$ cat src/rtl/core/kmsd_pkg.sv
// ---------------------------------------------------------------------------
// kmsd_pkg - shared constants for the key matrix scanner
// Matrix geometry, field widths and the packed layout of the stream beats.
// ---------------------------------------------------------------------------
package kmsd_pkg;

   localparam int ROWS      = 16;
   localparam int COLS      = 10;
   localparam int ROW_W     = 4;                     // bits to index a row
   localparam int COL_IDX_W = 4;                     // bits of query_col
   localparam int CNT_W     = 8;                     // pressed_count width
   localparam int ACC_W     = 9;                     // popcount accumulator
   localparam int QBITS_W   = 10;                    // query_row_bits width

   localparam logic [7:0] DEBOUNCE_RESET = 8'd5;

   // request beat: column_levels, query_row, query_col
   localparam int REQ_COL_LSB  = 0;
   localparam int REQ_QROW_LSB = 10;
   localparam int REQ_QCOL_LSB = 14;
   localparam int REQ_DATA_W   = 24;

   // response beat: next_row_select, settled, pressed_count,
   // query_row_bits, query_key_on
   localparam int RSP_DATA_W = 24;

   typedef logic [REQ_DATA_W-1:0] req_data_type;
   typedef logic [RSP_DATA_W-1:0] rsp_data_type;
   typedef logic [COLS-1:0]       row_bits_type;

endpackage

$ cat src/rtl/core/key_matrix_scan_debounce.sv
// ---------------------------------------------------------------------------
// key_matrix_scan_debounce - keyboard matrix scanner with global debounce
// Compares each row reading against a raw-row store, reloads one debounce
// counter on any change, and copies raw rows into the stable matrix once the
// counter runs out at the end of a pass.
// ---------------------------------------------------------------------------
//
//  channel  dir  handshake              payload
//  -------  ---  ---------------------  ------------------------------------
//  req      in   req_tvalid/req_tready  req_tdata: column levels, query row/col
//  rsp      out  rsp_tvalid/rsp_tready  rsp_tdata + rsp_tlast (end of pass)
//  csr      in   csr_valid/csr_ready    csr_data: debounce_scans
//
//  A beat steps through accept, update and finish; a beat that lets the
//  debounce counter expire adds a copy sweep over all 16 rows, one row per cycle
//  through the single raw-row read port and the popcount adder.
//  Reset clears both row stores, the row pointer and the pressed count, and
//  loads the debounce counter and setting with 5.
//  A finished result sits in the output register; the next beat is taken
//  while it waits, and only the finish step holds when that register is full.
//
module key_matrix_scan_debounce (
   input  logic                   clock,
   input  logic                   reset,
   // [9:0] column_levels, [13:10] query_row, [17:14] query_col, rest zero
   input  logic                   req_tvalid,
   output logic                   req_tready,
   input  kmsd_pkg::req_data_type req_tdata,
   // [3:0] next_row_select, [4] settled, [12:5] pressed_count,
   // [22:13] query_row_bits, [23] query_key_on
   output logic                   rsp_tvalid,
   input  logic                   rsp_tready,
   output kmsd_pkg::rsp_data_type rsp_tdata,
   output logic                   rsp_tlast,   // pass_done
   input  logic                   csr_valid,
   output logic                   csr_ready,
   input  logic [7:0]             csr_data
);
   import kmsd_pkg::*;

   typedef enum logic [1:0] {
      S_IDLE,
      S_UPDATE,
      S_COPY,
      S_FINISH
   } state_type;

   state_type            state_ff, state_in;
   logic [ROW_W-1:0]     row_ff, row_in;
   logic [7:0]           deb_ff, deb_in;
   logic [7:0]           scans_ff, scans_in;
   row_bits_type         raw_ff [ROWS];
   row_bits_type         raw_in [ROWS];
   row_bits_type         stable_ff [ROWS];
   row_bits_type         stable_in [ROWS];
   row_bits_type         cols_ff, cols_in;
   logic [3:0]           qrow_ff, qrow_in;
   logic [COL_IDX_W-1:0] qcol_ff, qcol_in;
   logic                 pass_ff, pass_in;
   logic [ROW_W-1:0]     idx_ff, idx_in;
   logic [ACC_W-1:0]     acc_ff, acc_in;
   logic [CNT_W-1:0]     count_ff, count_in;
   logic                 rsp_valid_ff, rsp_valid_in;
   rsp_data_type         rsp_data_ff, rsp_data_in;
   logic                 rsp_last_ff, rsp_last_in;

   // Single read port on the raw store, shared by update and copy sweep.
   logic [ROW_W-1:0]     rd_addr;
   row_bits_type         raw_rd;
   logic [ACC_W-1:0]     acc_next;
   logic [7:0]           deb_upd;
   logic [7:0]           reload;
   row_bits_type         qrow_sel;
   logic [QBITS_W-1:0]   qbits;
   logic                 qkey;

   function automatic logic [ACC_W-1:0] popcount(input row_bits_type v);
      logic [ACC_W-1:0] n;
      n = '0;
      for (int i = 0; i < COLS; i++) begin
         n = n + ACC_W'(v[i]);
      end
      return n;
   endfunction

   assign req_tready = (state_ff == S_IDLE);
   assign csr_ready  = 1'b1;
   assign rsp_tvalid = rsp_valid_ff;
   assign rsp_tdata  = rsp_data_ff;
   assign rsp_tlast  = rsp_last_ff;

   assign rd_addr  = (state_ff == S_COPY) ? idx_ff : row_ff;
   assign raw_rd   = raw_ff[rd_addr];
   assign acc_next = acc_ff + popcount(raw_rd);
   // A setting of zero behaves as one pass.
   assign reload   = (scans_ff == 8'd0) ? 8'd1 : scans_ff;
   assign deb_upd  = (raw_rd != cols_ff) ? reload : deb_ff;

   always_comb begin
      qrow_sel = '0;
      if (int'(qrow_ff) < ROWS) begin
         qrow_sel = stable_ff[qrow_ff[ROW_W-1:0]];
      end
      qbits = QBITS_W'(qrow_sel);
      qkey  = 1'b0;
      if (int'(qcol_ff) < COLS) begin
         qkey = qrow_sel[qcol_ff];
      end
   end

   always_comb begin
      state_in     = state_ff;
      row_in       = row_ff;
      deb_in       = deb_ff;
      scans_in     = scans_ff;
      raw_in       = raw_ff;
      stable_in    = stable_ff;
      cols_in      = cols_ff;
      qrow_in      = qrow_ff;
      qcol_in      = qcol_ff;
      pass_in      = pass_ff;
      idx_in       = idx_ff;
      acc_in       = acc_ff;
      count_in     = count_ff;
      rsp_valid_in = rsp_valid_ff;
      rsp_data_in  = rsp_data_ff;
      rsp_last_in  = rsp_last_ff;

      // drop the result once the sink takes it
      if (rsp_valid_ff && rsp_tready) begin
         rsp_valid_in = 1'b0;
      end

      if (csr_valid) begin
         scans_in = csr_data;
      end

      unique case (state_ff)
         S_IDLE: begin
            if (req_tvalid) begin
               // invert active-low levels into pressed bits
               cols_in  = ~req_tdata[REQ_COL_LSB +: COLS];
               qrow_in  = req_tdata[REQ_QROW_LSB +: 4];
               qcol_in  = req_tdata[REQ_QCOL_LSB +: COL_IDX_W];
               state_in = S_UPDATE;
            end
         end
         S_UPDATE: begin
            raw_in[row_ff] = cols_ff;
            deb_in         = deb_upd;
            pass_in        = 1'b0;
            state_in       = S_FINISH;
            if (int'(row_ff) == ROWS - 1) begin
               pass_in = 1'b1;
               row_in  = '0;
               if (deb_upd != 8'd0) begin
                  deb_in = deb_upd - 8'd1;
                  if (deb_upd == 8'd1) begin
                     // counter expires: start the copy sweep
                     idx_in   = '0;
                     acc_in   = '0;
                     state_in = S_COPY;
                  end
               end
            end else begin
               row_in = row_ff + ROW_W'(1);
            end
         end
         S_COPY: begin
            stable_in[idx_ff] = raw_rd;
            acc_in            = acc_next;
            if (int'(idx_ff) == ROWS - 1) begin
               count_in = (acc_next > ACC_W'(255)) ? 8'd255 : acc_next[CNT_W-1:0];
               state_in = S_FINISH;
            end else begin
               idx_in = idx_ff + ROW_W'(1);
            end
         end
         S_FINISH: begin
            // hold until the output register is free
            if (!rsp_valid_ff || rsp_tready) begin
               rsp_valid_in = 1'b1;
               rsp_last_in  = pass_ff;
               rsp_data_in  = {qkey, qbits, count_ff, (deb_ff == 8'd0),
                               4'(row_ff)};
               state_in     = S_IDLE;
            end
         end
         default: begin
            state_in = S_IDLE;
         end
      endcase
   end

   always_ff @(posedge clock) begin
      if (reset) begin
         state_ff     <= S_IDLE;
         row_ff       <= '0;
         deb_ff       <= DEBOUNCE_RESET;
         scans_ff     <= DEBOUNCE_RESET;
         idx_ff       <= '0;
         acc_ff       <= '0;
         count_ff     <= '0;
         pass_ff      <= 1'b0;
         rsp_valid_ff <= 1'b0;
         rsp_last_ff  <= 1'b0;
         for (int i = 0; i < ROWS; i++) begin
            raw_ff[i]    <= '0;
            stable_ff[i] <= '0;
         end
      end else begin
         state_ff     <= state_in;
         row_ff       <= row_in;
         deb_ff       <= deb_in;
         scans_ff     <= scans_in;
         idx_ff       <= idx_in;
         acc_ff       <= acc_in;
         count_ff     <= count_in;
         pass_ff      <= pass_in;
         rsp_valid_ff <= rsp_valid_in;
         rsp_last_ff  <= rsp_last_in;
         raw_ff       <= raw_in;
         stable_ff    <= stable_in;
      end
      cols_ff     <= cols_in;
      qrow_ff     <= qrow_in;
      qcol_ff     <= qcol_in;
      rsp_data_ff <= rsp_data_in;
   end

`ifndef SYNTHESIS
   // copy only runs after the debounce counter has expired
   a_copy_settled: assert property (@(posedge clock) disable iff (reset)
      state_ff == S_COPY |-> deb_ff == 8'd0)
      else $error("copy sweep with nonzero debounce counter");

   // sweep ends after the last row and goes to finish
   a_copy_end: assert property (@(posedge clock) disable iff (reset)
      (state_ff == S_COPY && int'(idx_ff) == ROWS - 1) |=> state_ff == S_FINISH)
      else $error("copy sweep did not end at last row");

   // an accepted beat always enters the update step
   a_accept_update: assert property (@(posedge clock) disable iff (reset)
      (req_tvalid && req_tready) |=> state_ff == S_UPDATE)
      else $error("accepted beat not updated");

   // a pass ends only with the row pointer wrapped to zero
   a_pass_wrap: assert property (@(posedge clock) disable iff (reset)
      (state_ff == S_UPDATE && int'(row_ff) == ROWS - 1) |=> row_ff == '0 && pass_ff)
      else $error("row pointer failed to wrap at end of pass");
`endif

endmodule
$ cat config.mk
export PLATFORM = sky130hd
export DESIGN_NAME = key_matrix_scan_debounce
export DESIGN_NICKNAME = d
export VERILOG_FILES = /design/src/rtl/core/kmsd_pkg.sv /design/src/rtl/core/key_matrix_scan_debounce.sv
export SDC_FILE = /design/constraint.sdc
export NUM_CORES = 1
export LEC_CHECK = 0
export BUFFER_PORTS_ARGS = -buffer_cell sky130_fd_sc_hd__buf_4
export CAP_MARGIN = 20
export CORE_MARGIN = 2
export CORE_UTILIZATION = 53
export DETAILED_ROUTE_END_ITERATION = 8
export PLACE_DENSITY_LB_ADDON = 0.3
export SLEW_MARGIN = 20
export SYNTH_ARGS = -nofsm -noshare
export SYNTH_HDL_FRONTEND = slang
export SYNTH_SLANG_ARGS = --single-unit
$ cat constraint.sdc
create_clock -name clock -period 6.2 [get_ports clock]
set_input_delay 0.31 -clock clock [delete_from_list [all_inputs] [get_ports clock]]
set_output_delay 0.31 -clock clock [all_outputs]
set_load 0.01 [all_outputs]
==> flow_summary.yaml, run 1 <==
grt:
  grt_pass1_wl_mm: 78.94
  antenna_found_initial: 0
  overflow: 0
  grt_max_degree: 150
  grt_pass1_vias: 14640
  grt_usage_pct: 27.39
floorplanning:
  rows: 68
  die_area_um2: 36210
  initial_core_util_pct: 53.51
  io_pins: 65
  fp.dieW_um: 190.3
  core_area_um2: 34370
  die_h_um: 190.3
cts:
  cts_tree: "built"
  clk_pin_slew_ps: 60
  insertion_delay_ps: 570
  cts-root-buf: "clkbuf_16"
  cts.sinks: 408
  cts_buffer_depth: 3
  htreeDepth: 2
  cts_buffers: 43
hold_path:
  min_to: "cols_ff[0]"
  hold_start: "req_tdata[0]"
  hp-class: "input pin to flip-flop"
  min_path_cells: 2
drt:
  vias: 15291
  viasPerCell: 5.959
  drtPass1Iterations: 6
  post-route-drc-count: 0
  wirelength_mm: 50.03
  postRouteAntennaNets: 0
  routedWlPerCell_um: 19.50
  drtIter0Drc: 1529
synth:
  avgSynthCellArea_um2: 8.885
  synth_fp_nets: 2135
  syn_area_um2: 18390
  synth_ff_type: "dfxtp_1"
  synth_cell_type_count: 71
  synth_edf_count: 42
  yosys_warnings: 0
  seq_area_frac_synth_pct: 46.70
  synthCells: 2070
  ys_async_sr_fraction_pct: 0
  ys_ff_latch: 408
worst_setup_path:
  critPathMostFrequentCell: "inv_1"
  reg2reg_to: "acc_ff[8]"
  cp-start-kind: "flip-flop"
  rrSetupSlack_ps: 270
  endpoint_kind: "flip-flop"
  rr_worst_depth: 26
  worstSetupPathType: "flip-flop to flip-flop"
  slowest_stage: "fa_1"
  path_max_fanout: 11
  max_stage_delay_ps: 550
  worstPathArrival_ps: 6380
  timing.rr.start: "state_ff[0]"
  crit_required_ps: 6650
power_and_ir_drop:
  leakage_nw: 7.180
  pwr-share-comb_pct: 26.0
  pwr-share-seq_pct: 39.4
  ir_drop_uv: 245.7
  pwr-share-clk_pct: 34.6
  p_per_area_nw_per_um2: 360.9
  p_sw_w: 0.002502
  internal_power_w: 0.005015
  swShare_pct: 33.29
sta:
  tns_ps: 0
  skew_ps: 26.98
  drv_slew: 0
  max_slew.worst_pin.slew_ps: 1070
  slew_headroom_pct: 28.39
  whs_ps: 8.043
  fmax_ghz: 0.1687
  hold_viol_final: 0
  fin_crit_sh_pct: 95.61
  fin_crit_ps: 5928
  setup_viol: 0
layout:
  final_common_cell: "nand2_1"
  finish.net_count: 2142
  antenna_cells: 0
  final_util_pct: 60.59
  drive_above_1_share_pct: 13.55
  multi_input_area_um2: 9014
  seqCellArea_um2: 8588
  final_cell_mix: "nand2_1, dfxtp_1, a21oi_1, nor2_1, buf_4"
  fin_cells: 2566
  fillers: 2901
  area_growth_pct: 13.25
  design_area_um2: 20830
place:
  place.gp.congestion: 0.9786
  dp_cells: 2461
  place_area_um2: 19070
  dp_hpwl_mm: 32.81
  portBuffers: 57
status:
  status: "complete, no violations"
flow_run:
  maxCapViolations: 0
-- through the flow --
stage	total power [W]	setup WS (ps)
finish	0.007517	272.3
global route	0.007789	-5.607
CTS	0.007471	66.66
detailed placement	0.004885	-119.7
global placement	0.004855	26.52
floorplan	0.004263	55.06
-- power by group through the flow --
stage,Clock (W),Sequential [W],Combinational (W)
after global placement,0,0.00301,0.00184
after CTS,0.00261,0.00296,0.00190
after floorplan,0,0.00290,0.00136
after detailed placement,0,0.00302,0.00187
after global routing,0.00271,0.00298,0.00210
final,0.00260,0.00296,0.00196
-- critical path, delay by kind of cell, from the launching register on --
kind,cells,cell delay [ps]
flip-flops,1,310
buffers and inverters,8,860
multiplexers,2,810
AND/OR/NAND/NOR,7,1020
adder cells (fa/ha/maj),6,2250
AO/OA/AOI/OAI,3,550
-- worst max path at each step --
| stage | start | to | cells past startpoint |
|---|---|---|---|
| 2_1_floorplan | state_ff[0] | acc_ff[7] | 23 |
| 3_3_place_gp | state_ff[0] | count_ff[1] | 23 |
| 3_5_place_dp | state_ff[0] | count_ff[5] | 23 |
| 4_1_cts | state_ff[0] | count_ff[5] | 26 |
| 5_1_grt | state_ff[0] | acc_ff[8] | 25 |
| 6_report | state_ff[0] | acc_ff[8] | 26 |
-- state kept, by name (all words and copies together), names as in the netlist --
name,cells
rsp_tvalid,1
state_ff,2
pass_ff,1
deb_ff,8
row_ff,4
rsp_tlast,1
scans_ff,8
acc_ff,9
raw_ff,160
count_ff,8
idx_ff,4
cols_ff,10
qcol_ff,4
stable_ff,160
qrow_ff,4
rsp_tdata,24
-- cell type report --
| cell class | count | area share (%) |
|---|---|---|
| clock inverters | 18 | 0.8350 |
| multi-input cells | 1452 | 43.28 |
| repair buffers | 129 | 5.166 |
| well taps | 455 | 2.733 |
| clock buffers | 61 | 5.977 |
| inverters | 43 | 0.7750 |
| flip-flops and latches | 408 | 41.24 |
-- repair_timing --
| action | CTS | global route |
|---|---|---|
| buffers inserted | 1 | 2 |
| hold buffers | 20 | 0 |
| gates resized for setup | 0 | 9 |
| endpoints found under the setup margin | 10 | 10 |
| cloned | 0 | 1 |
| hold endpoints to repair | 20 | 0 |
| pin swaps | 1 | 0 |
-- kinds of logic (layout without fill, tap and decap cells) --
group	count (synthesis)	count (layout)	share of synthesized area (%)
adder cells (fa/ha/maj)	28	28	2.191
multiplexers	124	124	11.75
XOR/XNOR	20	20	0.9933
flip-flops	408	408	46.70
buffers and inverters	210	251	4.721
AO/OA/AOI/OAI	444	444	14.70
other	1	1	0.02039
AND/OR/NAND/NOR	835	835	18.93
-- layer usage --
layer	part of all wire (%)	up-vias	global-route usage, %
li1	-	7190	-
met1	41	7402	35.21
met4	4.2	0	12.10
met2	48	574	46.04
met3	6.4	125	3.883
met5	0	-	0
-- Yosys cell counts (all sizes together) (7+ instances only) --
cell,n,share of area [%]
nand2,522,11
dfxtp,366,40
a21oi,257,7.0
nor2,179,3.7
clkbuf,141,2.9
a211oi,102,4.2
mux4,72,8.8
mux2i,47,2.6
edfxtp,42,6.9
inv,41,0.84
nand3,33,0.90
o21ai,29,0.79
nor3,27,0.73
buf,26,0.96
ha,21,1.4
and2,16,0.54
a32o,11,0.60
a32oi,11,0.52
and3,10,0.34
xnor2,10,0.48
xor2,10,0.52
fa,7,0.76
nand3b,7,0.29
or3,7,0.29
Note: power is estimated with default switching activity, not from simulation.
==> run 2: changes to the inputs <==
--- a/config.mk
+++ b/config.mk
@@ -5,6 +5,7 @@
 export SDC_FILE = /design/constraint.sdc
 export NUM_CORES = 1
 export LEC_CHECK = 0
+export ABC_AREA = 1
 export BUFFER_PORTS_ARGS = -buffer_cell sky130_fd_sc_hd__buf_4
 export CAP_MARGIN = 20
 export CORE_MARGIN = 2
==> flow_summary.yaml, run 2 <==
status:
  status: "complete, no violations"
layout:
  fillers: 2968
  fin_cells: 2990
  area_growth_pct: 13.20
  design_area_um2: 21100
  final_cell_mix: "o21ai_0, a21oi_1, dfxtp_1, inv_1, nand2_1"
  finish.net_count: 2565
  final_util_pct: 60.93
  drive_above_1_share_pct: 8.205
  final_common_cell: "o21ai_0"
  antenna_cells: 0
worst_setup_path:
  endpoint_kind: "flip-flop"
  timing.rr.start: "state_ff[0]"
  crit_required_ps: 6640
  rr_worst_depth: 30
  critPathMostFrequentCell: "inv_1"
  reg2reg_to: "count_ff[0]"
  cp-startpoint: "state_ff[0]"
  worstPathArrival_ps: 6150
  cp-start-kind: "flip-flop"
  max_stage_delay_ps: 510
  slowest_stage: "fa_1"
  worstSetupPathType: "flip-flop to flip-flop"
  path_max_fanout: 20
  rrSetupSlack_ps: 480
cts:
  cts_tree: "built"
  htreeDepth: 2
  cts_buffer_depth: 3
  clk_pin_slew_ps: 60
  cts_buffers: 43
  cts-root-buf: "clkbuf_16"
  cts.sinks: 408
  insertion_delay_ps: 560
synth:
  synthCells: 2500
  avgSynthCellArea_um2: 7.456
  yosys_warnings: 0
  synth_common_cells: "o21ai_0, a21oi_1, dfxtp_1, inv_1, nand2_1"
  yosys.area.top_type: "dfxtp_1"
  synth_edf_count: 42
  synth_cell_type_count: 38
  ys_async_sr_fraction_pct: 0
  synth_area_leaders: "dfxtp_1, o21ai_0, a21oi_1"
  seq_area_frac_synth_pct: 46.08
  synth_fp_nets: 2565
  syn_area_um2: 18640
  synth_ff_type: "dfxtp_1"
  yosysMostFrequentCell: "o21ai_0"
  ys_ff_latch: 408
  synth_top_cell_area_share_pct: 39.31
sta:
  fin_crit_sh_pct: 92.22
  fmax_ghz: 0.1749
  hold_viol_final: 0
  setup_viol: 0
  skew_ps: 20.50
  fin_crit_ps: 5717
  whs_ps: 14.93
  drv_slew: 0
  max_slew.worst_pin.slew_ps: 1092
  slew_headroom_pct: 26.94
place:
  place_area_um2: 19270
  place.gp.congestion: 0.8921
  dp_cells: 2885
  portBuffers: 57
  dp_hpwl_mm: 30.84
hold_path:
  hp-class: "input pin to flip-flop"
  hold_start: "req_tdata[9]"
  min_path_cells: 2
  min_to: "cols_ff[9]"
floorplanning:
  die_h_um: 191.5
  core_area_um2: 34630
  fp.dieW_um: 191.5
  initial_core_util_pct: 53.83
  die_area_um2: 36680
  rows: 68
  io_pins: 65
drt:
  vias: 17087
  postRouteAntennaNets: 0
  routedWlPerCell_um: 16.80
  wirelength_mm: 50.24
  post-route-drc-count: 0
  drtPass1Iterations: 8
  drtIter0Drc: 1785
  viasPerCell: 5.715
power_and_ir_drop:
  ir_drop_uv: 426.7
  p_per_area_nw_per_um2: 444.8
  totalPowerFinal_w: 0.009384
  leakage_nw: 8.855
grt:
  overflow: 0
  grt_max_degree: 169
  grt_pass1_vias: 15722
  grt_usage_pct: 26.96
  antenna_found_initial: 0
  grt_pass1_wl_mm: 79.97
flow_run:
  maxCapViolations: 0
run 2: cell type report:
cell class | instances | area [um^2] | area share (%)
Tap cell | 455 | 569.3 | 2.698
Clock inverter | 17 | 202.7 | 0.9606
Sequential cell | 408 | 8588 | 40.70
Inverter | 344 | 1296 | 6.143
Clock buffer | 63 | 1295 | 6.137
Timing Repair Buffer | 115 | 1010 | 4.785
Multi-Input combinational cell | 1588 | 8139 | 38.57
run 2: worst max-delay path by stage:
stage | endpoint | slack, ps | depth (start not counted)
3_3_place_gp | count_ff[1] | 400 | 28
2_1_floorplan | count_ff[0] | 690 | 29
5_1_grt | count_ff[0] | -5 | 29
4_1_cts | count_ff[0] | 230 | 28
3_5_place_dp | count_ff[1] | 310 | 28
6_report | count_ff[0] | 480 | 30
run 2: what timing repair did:
action                                  in CTS  in global routing
gates resized for setup                      0                  9
hold endpoints to repair                    19                  0
hold buffers                                20                  0
buffers inserted                             0                  0
endpoints found under the setup margin       0                  9
run 2: power by group:
part | switching, W | internal (W) | total (W)
Clock | 0.00107 | 0.00162 | 0.00269
Sequential | 0.000147 | 0.00288 | 0.00303
Combinational | 0.00253 | 0.00114 | 0.00367
run 2: worst max-delay path, delay by kind of cell (launching register included):
kind / cells / cell delay (ps)
XOR/XNOR: 1 / 140
buffers and inverters: 10 / 1020
AO/OA/AOI/OAI: 2 / 390
flip-flops: 1 / 400
AND/OR/NAND/NOR: 11 / 1350
adder cells (fa/ha/maj): 6 / 2310
run 2: kinds of logic after synthesis:
kind of cell / synth area share [%]
DFF: 46.08
xor gates and xnor gates: 0.6109
other: 0.02012
AOI/OAI and AO/OA: 23.29
adders and majority gates: 2.161
muxes: 1.074
and+or+nand+nor: 16.14
buffers and inverters: 10.63
run 2: per-layer routing:
| metal | share of wire, % | wire length (um) | GRT usage, % |
|---|---|---|---|
| met5 | 0 | 0 | 0 |
| met4 | 3.1 | 1560 | 10.33 |
| met3 | 8.3 | 4195 | 4.204 |
| met2 | 45 | 22520 | 42.11 |
| met1 | 44 | 21970 | 37.53 |
run 2: metrics by stage:
stage | setup WS [ps] | TNS (ps)
finish | 482.5 | 0
global route | -4.738 | -4.738
CTS | 227.9 | 0
detailed placement | 307.5 | 0
global placement | 397.8 | 0
floorplan | 694.7 | 0
